===== config.mk =====
export PLATFORM = sky130hd
export DESIGN_NAME = efc_parser
export DESIGN_NICKNAME = d
export VERILOG_FILES = /design/src/efc_pkg.sv /design/src/efc_parser.sv
export SDC_FILE = /design/constraint.sdc
export NUM_CORES = 1
export LEC_CHECK = 0
export ABC_AREA = 1
export BUFFER_PORTS_ARGS = -buffer_cell sky130_fd_sc_hd__buf_2
export CAP_MARGIN = 20
export CORE_MARGIN = 2
export CORE_UTILIZATION = 30
export CTS_CLUSTER_DIAMETER = 50
export CTS_CLUSTER_SIZE = 24
export DETAILED_ROUTE_END_ITERATION = 10
export HOLD_SLACK_MARGIN = 0.12
export PLACE_DENSITY = 0.51
export SLEW_MARGIN = 5
export SYNTH_ARGS = -nofsm -noshare
export SYNTH_HDL_FRONTEND = slang
export SYNTH_SLANG_ARGS = --single-unit

===== constraint.sdc =====
create_clock -name clk_i -period 2.7 [get_ports clk_i]
set_clock_uncertainty 0.2 [all_clocks]
set_input_delay 0.135 -clock clk_i [delete_from_list [all_inputs] [get_ports clk_i]]
set_output_delay 0.135 -clock clk_i [all_outputs]
set_load 0.01 [all_outputs]

===== src/efc_pkg.sv =====
// ----------------------------------------------------------------------------
// efc_pkg
// Shared types and constants for the Ethernet/IPv4 flow counter.
// ----------------------------------------------------------------------------
package efc_pkg;

  // Request kinds on the input channel
  localparam logic REQ_FRAME = 1'b0;
  localparam logic REQ_READ  = 1'b1;

  // Result kinds on the output channel
  localparam logic KIND_SUMMARY = 1'b0;
  localparam logic KIND_ENTRY   = 1'b1;

  // Ethertypes and IP protocols
  localparam logic [15:0] ETH_IPV4 = 16'h0800;
  localparam logic [15:0] ETH_ARP  = 16'h0806;
  localparam logic [15:0] ETH_RARP = 16'h8035;
  localparam logic [15:0] ETH_IPV6 = 16'h86DD;
  localparam logic [7:0]  PROTO_UDP = 8'd17;
  localparam logic [7:0]  PROTO_TCP = 8'd6;

  // Header byte offsets
  localparam logic [15:0] ETH_HDR_LEN  = 16'd14;
  localparam logic [15:0] IPV4_MIN_END = 16'd34;
  localparam logic [15:0] PORTS_END    = 16'd18;

  // Frame classes
  localparam logic [2:0] CLS_OTHER    = 3'd0;
  localparam logic [2:0] CLS_IPV4     = 3'd1;
  localparam logic [2:0] CLS_IPV4_UDP = 3'd2;
  localparam logic [2:0] CLS_IPV4_TCP = 3'd3;
  localparam logic [2:0] CLS_ARP      = 3'd4;
  localparam logic [2:0] CLS_RARP     = 3'd5;
  localparam logic [2:0] CLS_IPV6     = 3'd6;

  // Flow status codes
  localparam logic [2:0] FS_COUNTED  = 3'd0;
  localparam logic [2:0] FS_INSERTED = 3'd1;
  localparam logic [2:0] FS_FULL     = 3'd2;
  localparam logic [2:0] FS_NOT_IPV4 = 3'd3;
  localparam logic [2:0] FS_TRUNC    = 3'd4;

  typedef struct packed {
    logic       req_type;
    logic [7:0] frame_byte;
    logic       last_byte;
    logic [5:0] read_index;
  } in_item_t;

  typedef struct packed {
    logic        result_kind;
    logic [2:0]  frame_class;
    logic [47:0] dest_mac;
    logic [47:0] src_mac;
    logic [31:0] src_ip;
    logic [31:0] dest_ip;
    logic [15:0] src_port;
    logic [15:0] dest_port;
    logic [5:0]  flow_slot;
    logic [31:0] flow_total;
    logic [2:0]  flow_status;
  } out_item_t;

  // Header fields collected by the parser
  typedef struct packed {
    logic [15:0] byte_pos;
    logic [47:0] dest_mac;
    logic [47:0] src_mac;
    logic [15:0] ethertype;
    logic [3:0]  header_len;
    logic [7:0]  protocol;
    logic [31:0] src_ip;
    logic [31:0] dest_ip;
    logic [15:0] src_port;
    logic [15:0] dest_port;
  } frame_info_t;

  // One flow table entry
  typedef struct packed {
    logic [31:0] src_ip;
    logic [31:0] dest_ip;
    logic [31:0] count;
  } flow_entry_t;

  typedef enum logic [2:0] {
    ST_IDLE,
    ST_CLASSIFY,
    ST_SRCH_RD,
    ST_SRCH_CMP,
    ST_INSERT,
    ST_RD_WAIT,
    ST_EMIT
  } seq_state_e;

endpackage


===== src/efc_parser.sv =====
// ----------------------------------------------------------------------------
// efc_parser
// Byte-wise header capture: MACs, ethertype, IPv4 fields and L4 ports.
// ----------------------------------------------------------------------------
module efc_parser (
  input  logic                 clk_i,
  input  logic                 rst_ni,
  input  logic                 take_i,
  input  logic [7:0]           byte_i,
  input  logic                 clear_i,
  output efc_pkg::frame_info_t info_o
);

  efc_pkg::frame_info_t info_d, info_q;

  // Field capture for the byte at the current position
  always_comb begin
    logic [15:0] p;
    logic [3:0]  ihl_now;
    logic [15:0] port_base;
    logic [2:0]  dmac_sel;
    logic [2:0]  smac_sel;
    logic [1:0]  sip_sel;
    logic [1:0]  dip_sel;
    p         = info_q.byte_pos;
    ihl_now   = (p == efc_pkg::ETH_HDR_LEN) ? byte_i[3:0] : info_q.header_len;
    port_base = efc_pkg::ETH_HDR_LEN + {10'd0, ihl_now, 2'b00};
    dmac_sel  = 3'(3'd5 - p[2:0]);
    smac_sel  = 3'(4'd11 - p[3:0]);
    sip_sel   = 2'(5'd29 - p[4:0]);
    dip_sel   = 2'(6'd33 - p[5:0]);
    info_d    = info_q;
    if (clear_i) begin
      info_d = '0;
    end else if (take_i) begin
      if (p < 16'd6) begin
        info_d.dest_mac[{dmac_sel, 3'b000} +: 8] = byte_i;
      end else if (p < 16'd12) begin
        info_d.src_mac[{smac_sel, 3'b000} +: 8] = byte_i;
      end else if (p == 16'd12) begin
        info_d.ethertype[15:8] = byte_i;
      end else if (p == 16'd13) begin
        info_d.ethertype[7:0] = byte_i;
      end
      // IPv4 header and ports once the ethertype is known
      if (p >= efc_pkg::ETH_HDR_LEN && info_q.ethertype == efc_pkg::ETH_IPV4) begin
        if (p == efc_pkg::ETH_HDR_LEN) begin
          info_d.header_len = byte_i[3:0];
        end else if (p == 16'd23) begin
          info_d.protocol = byte_i;
        end else if (p >= 16'd26 && p < 16'd30) begin
          info_d.src_ip[{sip_sel, 3'b000} +: 8] = byte_i;
        end else if (p >= 16'd30 && p < efc_pkg::IPV4_MIN_END) begin
          info_d.dest_ip[{dip_sel, 3'b000} +: 8] = byte_i;
        end
        if (p == port_base) begin
          info_d.src_port[15:8] = byte_i;
        end else if (p == port_base + 16'd1) begin
          info_d.src_port[7:0] = byte_i;
        end else if (p == port_base + 16'd2) begin
          info_d.dest_port[15:8] = byte_i;
        end else if (p == port_base + 16'd3) begin
          info_d.dest_port[7:0] = byte_i;
        end
      end
      // Position saturates on very long frames
      if (p != 16'hFFFF) begin
        info_d.byte_pos = p + 16'd1;
      end
    end
  end

  always_ff @(posedge clk_i or negedge rst_ni) begin
    if (!rst_ni) begin
      info_q <= '0;
    end else begin
      info_q <= info_d;
    end
  end

  assign info_o = info_q;

endmodule


### Yosys cells after proc, flatten, opt, wreduce, memory -nomap -nowiden

Index checks and enable logic that the tools add are counted.
Widths: inputs -> output; s select.

| operators by class | value |
|---|---|
| add/sub/neg operators | 13 |
| $lt $le $gt $ge | 7 |
| equal/unequal tests | 19 |
| shifts and indexed selects | 8 |
| muxes and demuxes | 29 |
| reductions and logical operators | 30 |

Operators with widths:

| operator | count |
|---|---|
| $mux 236 | 2 |
| $mux 64 | 2 |
| $mux 108 | 1 |
| $bwmux 48 | 2 |
| $mux 32 | 3 |
| $mux 48 | 2 |
| $shift 8x8->48 const A | 2 |
| $shiftx 8x8->48 | 2 |
| $mux 72 | 1 |
| $mux 8 | 9 |
| $bwmux 32 | 2 |
| $shift 8x7->32 const A | 2 |
| $shiftx 8x7->32 | 2 |
| $eq 16x4->1 const B | 3 |
| $eq 16x8->1 | 3 |
| $mux 16 | 3 |
| $ge 16x5->1 const B | 2 |
| $reduce_bool 2->1 | 14 |
| $mux 24 | 1 |
| $ne 2x2->1 const B | 9 |
| $add 16x1->16 const B | 1 |
| $add 7x2->8 const B | 2 |
| $eq 16x12->1 const B | 1 |
| $eq 16x5->1 const B | 1 |
| 21 further kinds | 34 |

| word-level totals | value |
|---|---|
| register bits | 236 |
| output and inout bits | 236 |
| logic and storage cells | 119 |

### Logic depth before layout (Yosys ltp)

| depth | value |
|---|---|
| depth after elaboration | 12 |
| depth in mapped cells | 22 |

### Least setup slack after synthesis

Ideal clock, no wire load.

| path | value |
|---|---|
| path type | register to register |
| start | register info_q (netlist bit info_o[220]) |
| end | register info_q (netlist bit info_o[88]) |
| library setup time | 0.083 ns |
| arrival time | 2.736 ns |
| path slack | -0.319 ns |
| stages on the path, launching flop included | 13 |
| buffers on the path | 2 |
| period minus slack after synthesis | 3.019 ns |
| cells stage by stage | dfrtp_1 -> inv_1 -> clkbuf_1 -> clkbuf_1 -> ha_1 -> clkinv_1 -> nor2_1 -> inv_1 -> nor2_1 -> inv_1 -> nor2_1 -> inv_1 -> o21ai_0 |

| on the way | value |
|---|---|
| longest elaborated chain between the ends | 10 |
| elaborated cells on any way between the ends | 23 |

RTL lines:

| item | RTL line | text |
|---|---|---|
| from (decl) | efc_parser.sv:14 | `efc_pkg::frame_info_t info_d, info_q;` |
| from (signal assigned) | efc_parser.sv:77 | `info_q <= info_d;` |
| $sub 1x2->2 | efc_parser.sv:30 | `sip_sel = 2'(5'd29 - p[4:0]);` |
| $neg 5->7 | efc_parser.sv:52 | `info_d.src_ip[{sip_sel, 3'b000} +: 8] = byte_i;` |
| $shiftx 8x7->32 / $shift 8x7->32 (equally long branches) | efc_parser.sv:52 |  |
| $bwmux 32 | efc_parser.sv:52 |  |
| $mux 32 | efc_parser.sv:51 | `end else if (p >= 16'd26 && p < 16'd30) begin` |
| $mux 64 | efc_parser.sv:49 | `end else if (p == 16'd23) begin` |
| $mux 72 | efc_parser.sv:47 | `if (p == efc_pkg::ETH_HDR_LEN) begin` |
| $mux 108 | efc_parser.sv:46 | `if (p >= efc_pkg::ETH_HDR_LEN && info_q.ethertype == efc_pkg::ETH_IPV4) begin` |
| $mux 236 | efc_parser.sv:35 | `end else if (take_i) begin` |
| $mux 236 | efc_parser.sv:33 | `if (clear_i) begin` |

Several ways; a longest one is shown, not always the timed one. The select of a mux whose other input is x is not followed.
A chain may end at the register's enable or synchronous reset.

### Worst setup path in the final report

| path | value |
|---|---|
| start | register info_q (netlist bit info_o[225]) |
| end | register info_q (netlist bit info_o[17]) |

| on the way | value |
|---|---|
| longest elaborated chain between the ends | 7 |
| elaborated cells on any way between the ends | 12 |

RTL lines:

| item | RTL line | text |
|---|---|---|
| $eq 16x4->1 | efc_parser.sv:26 | `ihl_now = (p == efc_pkg::ETH_HDR_LEN) ? byte_i[3:0] : info_q.header_len;` |
| $mux 4 | - |  |
| $add 4x6->7 | efc_parser.sv:27 | `port_base = efc_pkg::ETH_HDR_LEN + {10'd0, ihl_now, 2'b00};` |
| $add 7x1->8 | efc_parser.sv:58 | `end else if (p == port_base + 16'd1) begin` |
| $eq 16x8->1 | efc_parser.sv:58 |  |
| $reduce_bool 2->1 (no line) | - |  |
| $reduce_and 4->1 (no line) (*) | - |  |

Mark *: on every way between the ends. The rest lies on a longest branch, timed or not.

==> metrics.txt <==
GRT Util Overall=0.2087; GPL Wtd Cong=0.8996; endpoints failing hold=0; Core Rows=69; leakage=approximately 7.6 nW; synth warn=0; CTS tree=done; failing checks=DRC, setup timing; share of the clock period used by the worst path=1.025; Post-Route WL=39730 um; worst r2r path cells=16; total power=10.25 mW; Placed Instances=1983; Final HPWL DP=approximately 29000 um; synthesis-stage register bit count=236; Post-Layout Cell Count=between 2000 and 2500; Iteration-0 DRC Markers=667; RR Endpoint=info_o[17]; worst slew pin tran=0.8539 ns; Critical Path RT=3.00 ns; Initial Util=0.3050; post-route antenna net violation count=0; Critical Path Fanout Max=8; Vias=10260; worst r2r src=info_o[225]; final worst setup slack=-0.06675 ns; area share of the largest cell type after synthesis=0.5430; number of global-route vias before repair=10100; Num Clock Sinks=about 240; port bufs=247; slowest CP cell=dfrtp_1; Num CTS Buffers=31; Residual DRC=15; HP Class=input port to flop; first-pass GRT wire length=61940 um; DR pass1 iterations=9; H-Tree Depth=1; hold_sp=byte_i[0]; CP max stage delay=just over 0.4 ns; Mapped Nets=1262; count of different cell masters after synthesis=48; fin crit period=2.767 ns; grt total ovfl=0; CTS max path bufs=3; FF-to-FF setup slack=-0.07 ns; WL/cell=19.21 um; status=complete, but fails checks; Worst-path clk slew=0.06 ns; clk_lat worst skew=0.56 ns; initial antenna violation count=0; Mapped Cells=1237; chip width=approximately 200 um; dominant cell type by area after synthesis=dfrtp_1; Critical Path, Cell by Cell=nor2_4 > nand2_4 > nor2_4 > buf_4 > buf_6 > nand3_2 > nand2_4 > ha_4 > xor2_1 > nand3_1 > nand3b_1 > nor2_4 > nand3_4 > nand2_4 > nand2_2 > nand2_1; pin count of the biggest net entering global routing=between 70 and 80; num ports=about 250; Slew Limit Fails=0; WS Path Type=flop to flop; Max Cap Viol=0; relative slew slack=0.4286; Hold EP=info_o[148]; top cells by area, synth=dfrtp_1 54%, nand2_1 9.2%, nand3_1 6.6%; CP endpoint kind=flop; sequential share of the synthesized area=0.5430; Cell Area, Synth=0.01088 mm^2; ant diodes=0; layout cell share with drive strength beyond 1=0.3329; die height=194.4 um; core area=approximately 0.036 mm^2; clk root buf=clkbuf_16; Mapped Avg Cell Area=8.792 um^2; synth-to-layout area growth=37.56%; Arrival @ worst endpoint=3.07 ns; number of flip-flops in the largest register=between 200 and 250; PwrDens=685.0 mW/mm^2; Core Util, Final=0.4196; RSZ-0062 raised after global routing=true; die area=~0.038 mm^2; Max VDD drop=0.5014 mV; vias per cell=4.961; Max Freq=approximately 360 MHz; Layout Nets=1609; WHS Path Cells=4; setup violators final=19; Critical Path Start Type=flop
## kinds of logic (layout without fill, tap and decap cells)
| logic type | count (synthesis) | after routing | share of synthesized area |
|---|---|---|---|
| simple gates | 597 | 600 | 0.2543 |
| compound gates | 237 | 237 | 0.1271 |
| fa+ha+maj | 13 | 13 | 0.01496 |
| xor+xnor | 6 | 6 | 0.004833 |
| buf+inv | 148 | 515 | 0.05580 |
| flops | 236 | 236 | 0.5430 |
## final cells by class
class / instances / area (um^2)
Fill cell: 3589 / 20690
Clock inverter: 21 / 256.5
Timing Repair Buffer: 368 / 2282
Tap cell: 461 / 576.8
Sequential cell: 236 / 5908
Clock buffer: 35 / 800.8
Multi-Input combinational cell: 856 / 4788
Inverter: 91 / 347.8
## placed cells by master (no fill, tap or decap), types with 7 or more instances in the layout
master,netlist,routed
o21ai_0,129,128
nand3_1,143,127
inv_1,85,80
dlygate4sd3_1,0,12
nor2_4,5,11
nor2_2,3,11
clkbuf_16,0,31
o2111ai_1,24,24
o22ai_1,15,12
inv_2,3,7
nor3_1,45,31
buf_4,2,97
nor3_2,0,13
dfrtp_1,236,234
a21oi_1,21,21
ha_1,13,8
nor4_1,8,8
nand3_2,3,17
nand2_1,268,254
nor2_1,81,69
nand2_2,11,21
nand4_1,12,12
o21ai_1,30,31
buf_2,11,246
nand2_4,6,10
## power by group
part	internal [mW]	switching, mW	total (mW)
sequential	3.71	0.116	3.83
clock	2.55	1.67	4.23
combinational	0.682	1.52	2.20
## per-layer routing
metal | part of all wire | GRT usage | vias to the layer above
li1 | - | - | 4918
met1 | 0.45 | 0.2923 | 5001
met2 | 0.46 | 0.3341 | 297
met3 | 0.070 | 0.04633 | 43
met4 | 0.014 | 0.03846 | 0
met5 | 0 | 0 | -
## through the flow
stage / setup slack [ns] / area, um^2 / hold WS, ns / setup TNS, ns
2_1_floorplan: -0.06389 / 10940 / -0.3606 / -0.5968
3_3_place_gp: -0.1100 / 13260 / -0.02752 / -2.861
3_5_place_dp: -0.1627 / 13260 / -0.02249 / -4.254
4_1_cts: -0.03321 / 14630 / 0.2066 / -0.3432
5_1_grt: -0.2422 / 14960 / 0.2311 / -6.895
6_report: -0.06675 / 14960 / 0.2227 / -0.8743
## critical path: cells and delay by family, from the launching register on
| family | cells | cell delay, ns |
|---|---|---|
| buffers and inverters | 2 | 0.23 |
| adder cells (fa/ha/maj) | 1 | 0.20 |
| flip-flops | 1 | 0.41 |
| XOR/XNOR | 1 | 0.14 |
| AND/OR/NAND/NOR | 12 | 1.54 |
## repair_timing
| item | 4_1_cts | 5_1_grt |
|---|---|---|
| hold buffers | 12 | 0 |
| buffers inserted | 6 | 8 |
| hold endpoints to repair | 322 | 0 |
| gates cloned | 3 | 0 |
| gates resized for setup | 27 | 63 |
| endpoints found under the setup margin | 51 | 134 |
| pin swaps | 25 | 28 |
## synthesized netlist by cell type, drive strengths merged
cell / n
o22ai: 15
a2111o: 1
nor3b: 1
xor2: 3
a41oi: 1
nor2: 90
o41ai: 1
a21oi: 25
nand4: 13
and3: 1
o31ai: 3
clkinv: 3
nand3b: 1
dfrtp: 236
o21bai: 1
nand2: 285
buf: 21
a31o: 1
clkbuf: 36
a211oi: 1
nor3: 46
inv: 88
o21ai: 162
ha: 13
nand3: 149
nand2b: 1
xnor2: 3
o2111ai: 24
and2: 1
nor4: 9
o221a: 2
## how the worst max path moves through the flow
| stage | startpoint | endpoint | depth (start not counted) |
|---|---|---|---|
| floorplan | info_o[225] | info_o[0] | 20 |
| global placement | info_o[230] | info_o[12] | 19 |
| detailed placement | info_o[230] | info_o[7] | 19 |
| CTS | info_o[228] | info_o[21] | 18 |
| global route | info_o[225] | info_o[2] | 19 |
| finish | info_o[225] | info_o[17] | 16 |
Note: power is estimated with default switching activity, not from simulation.
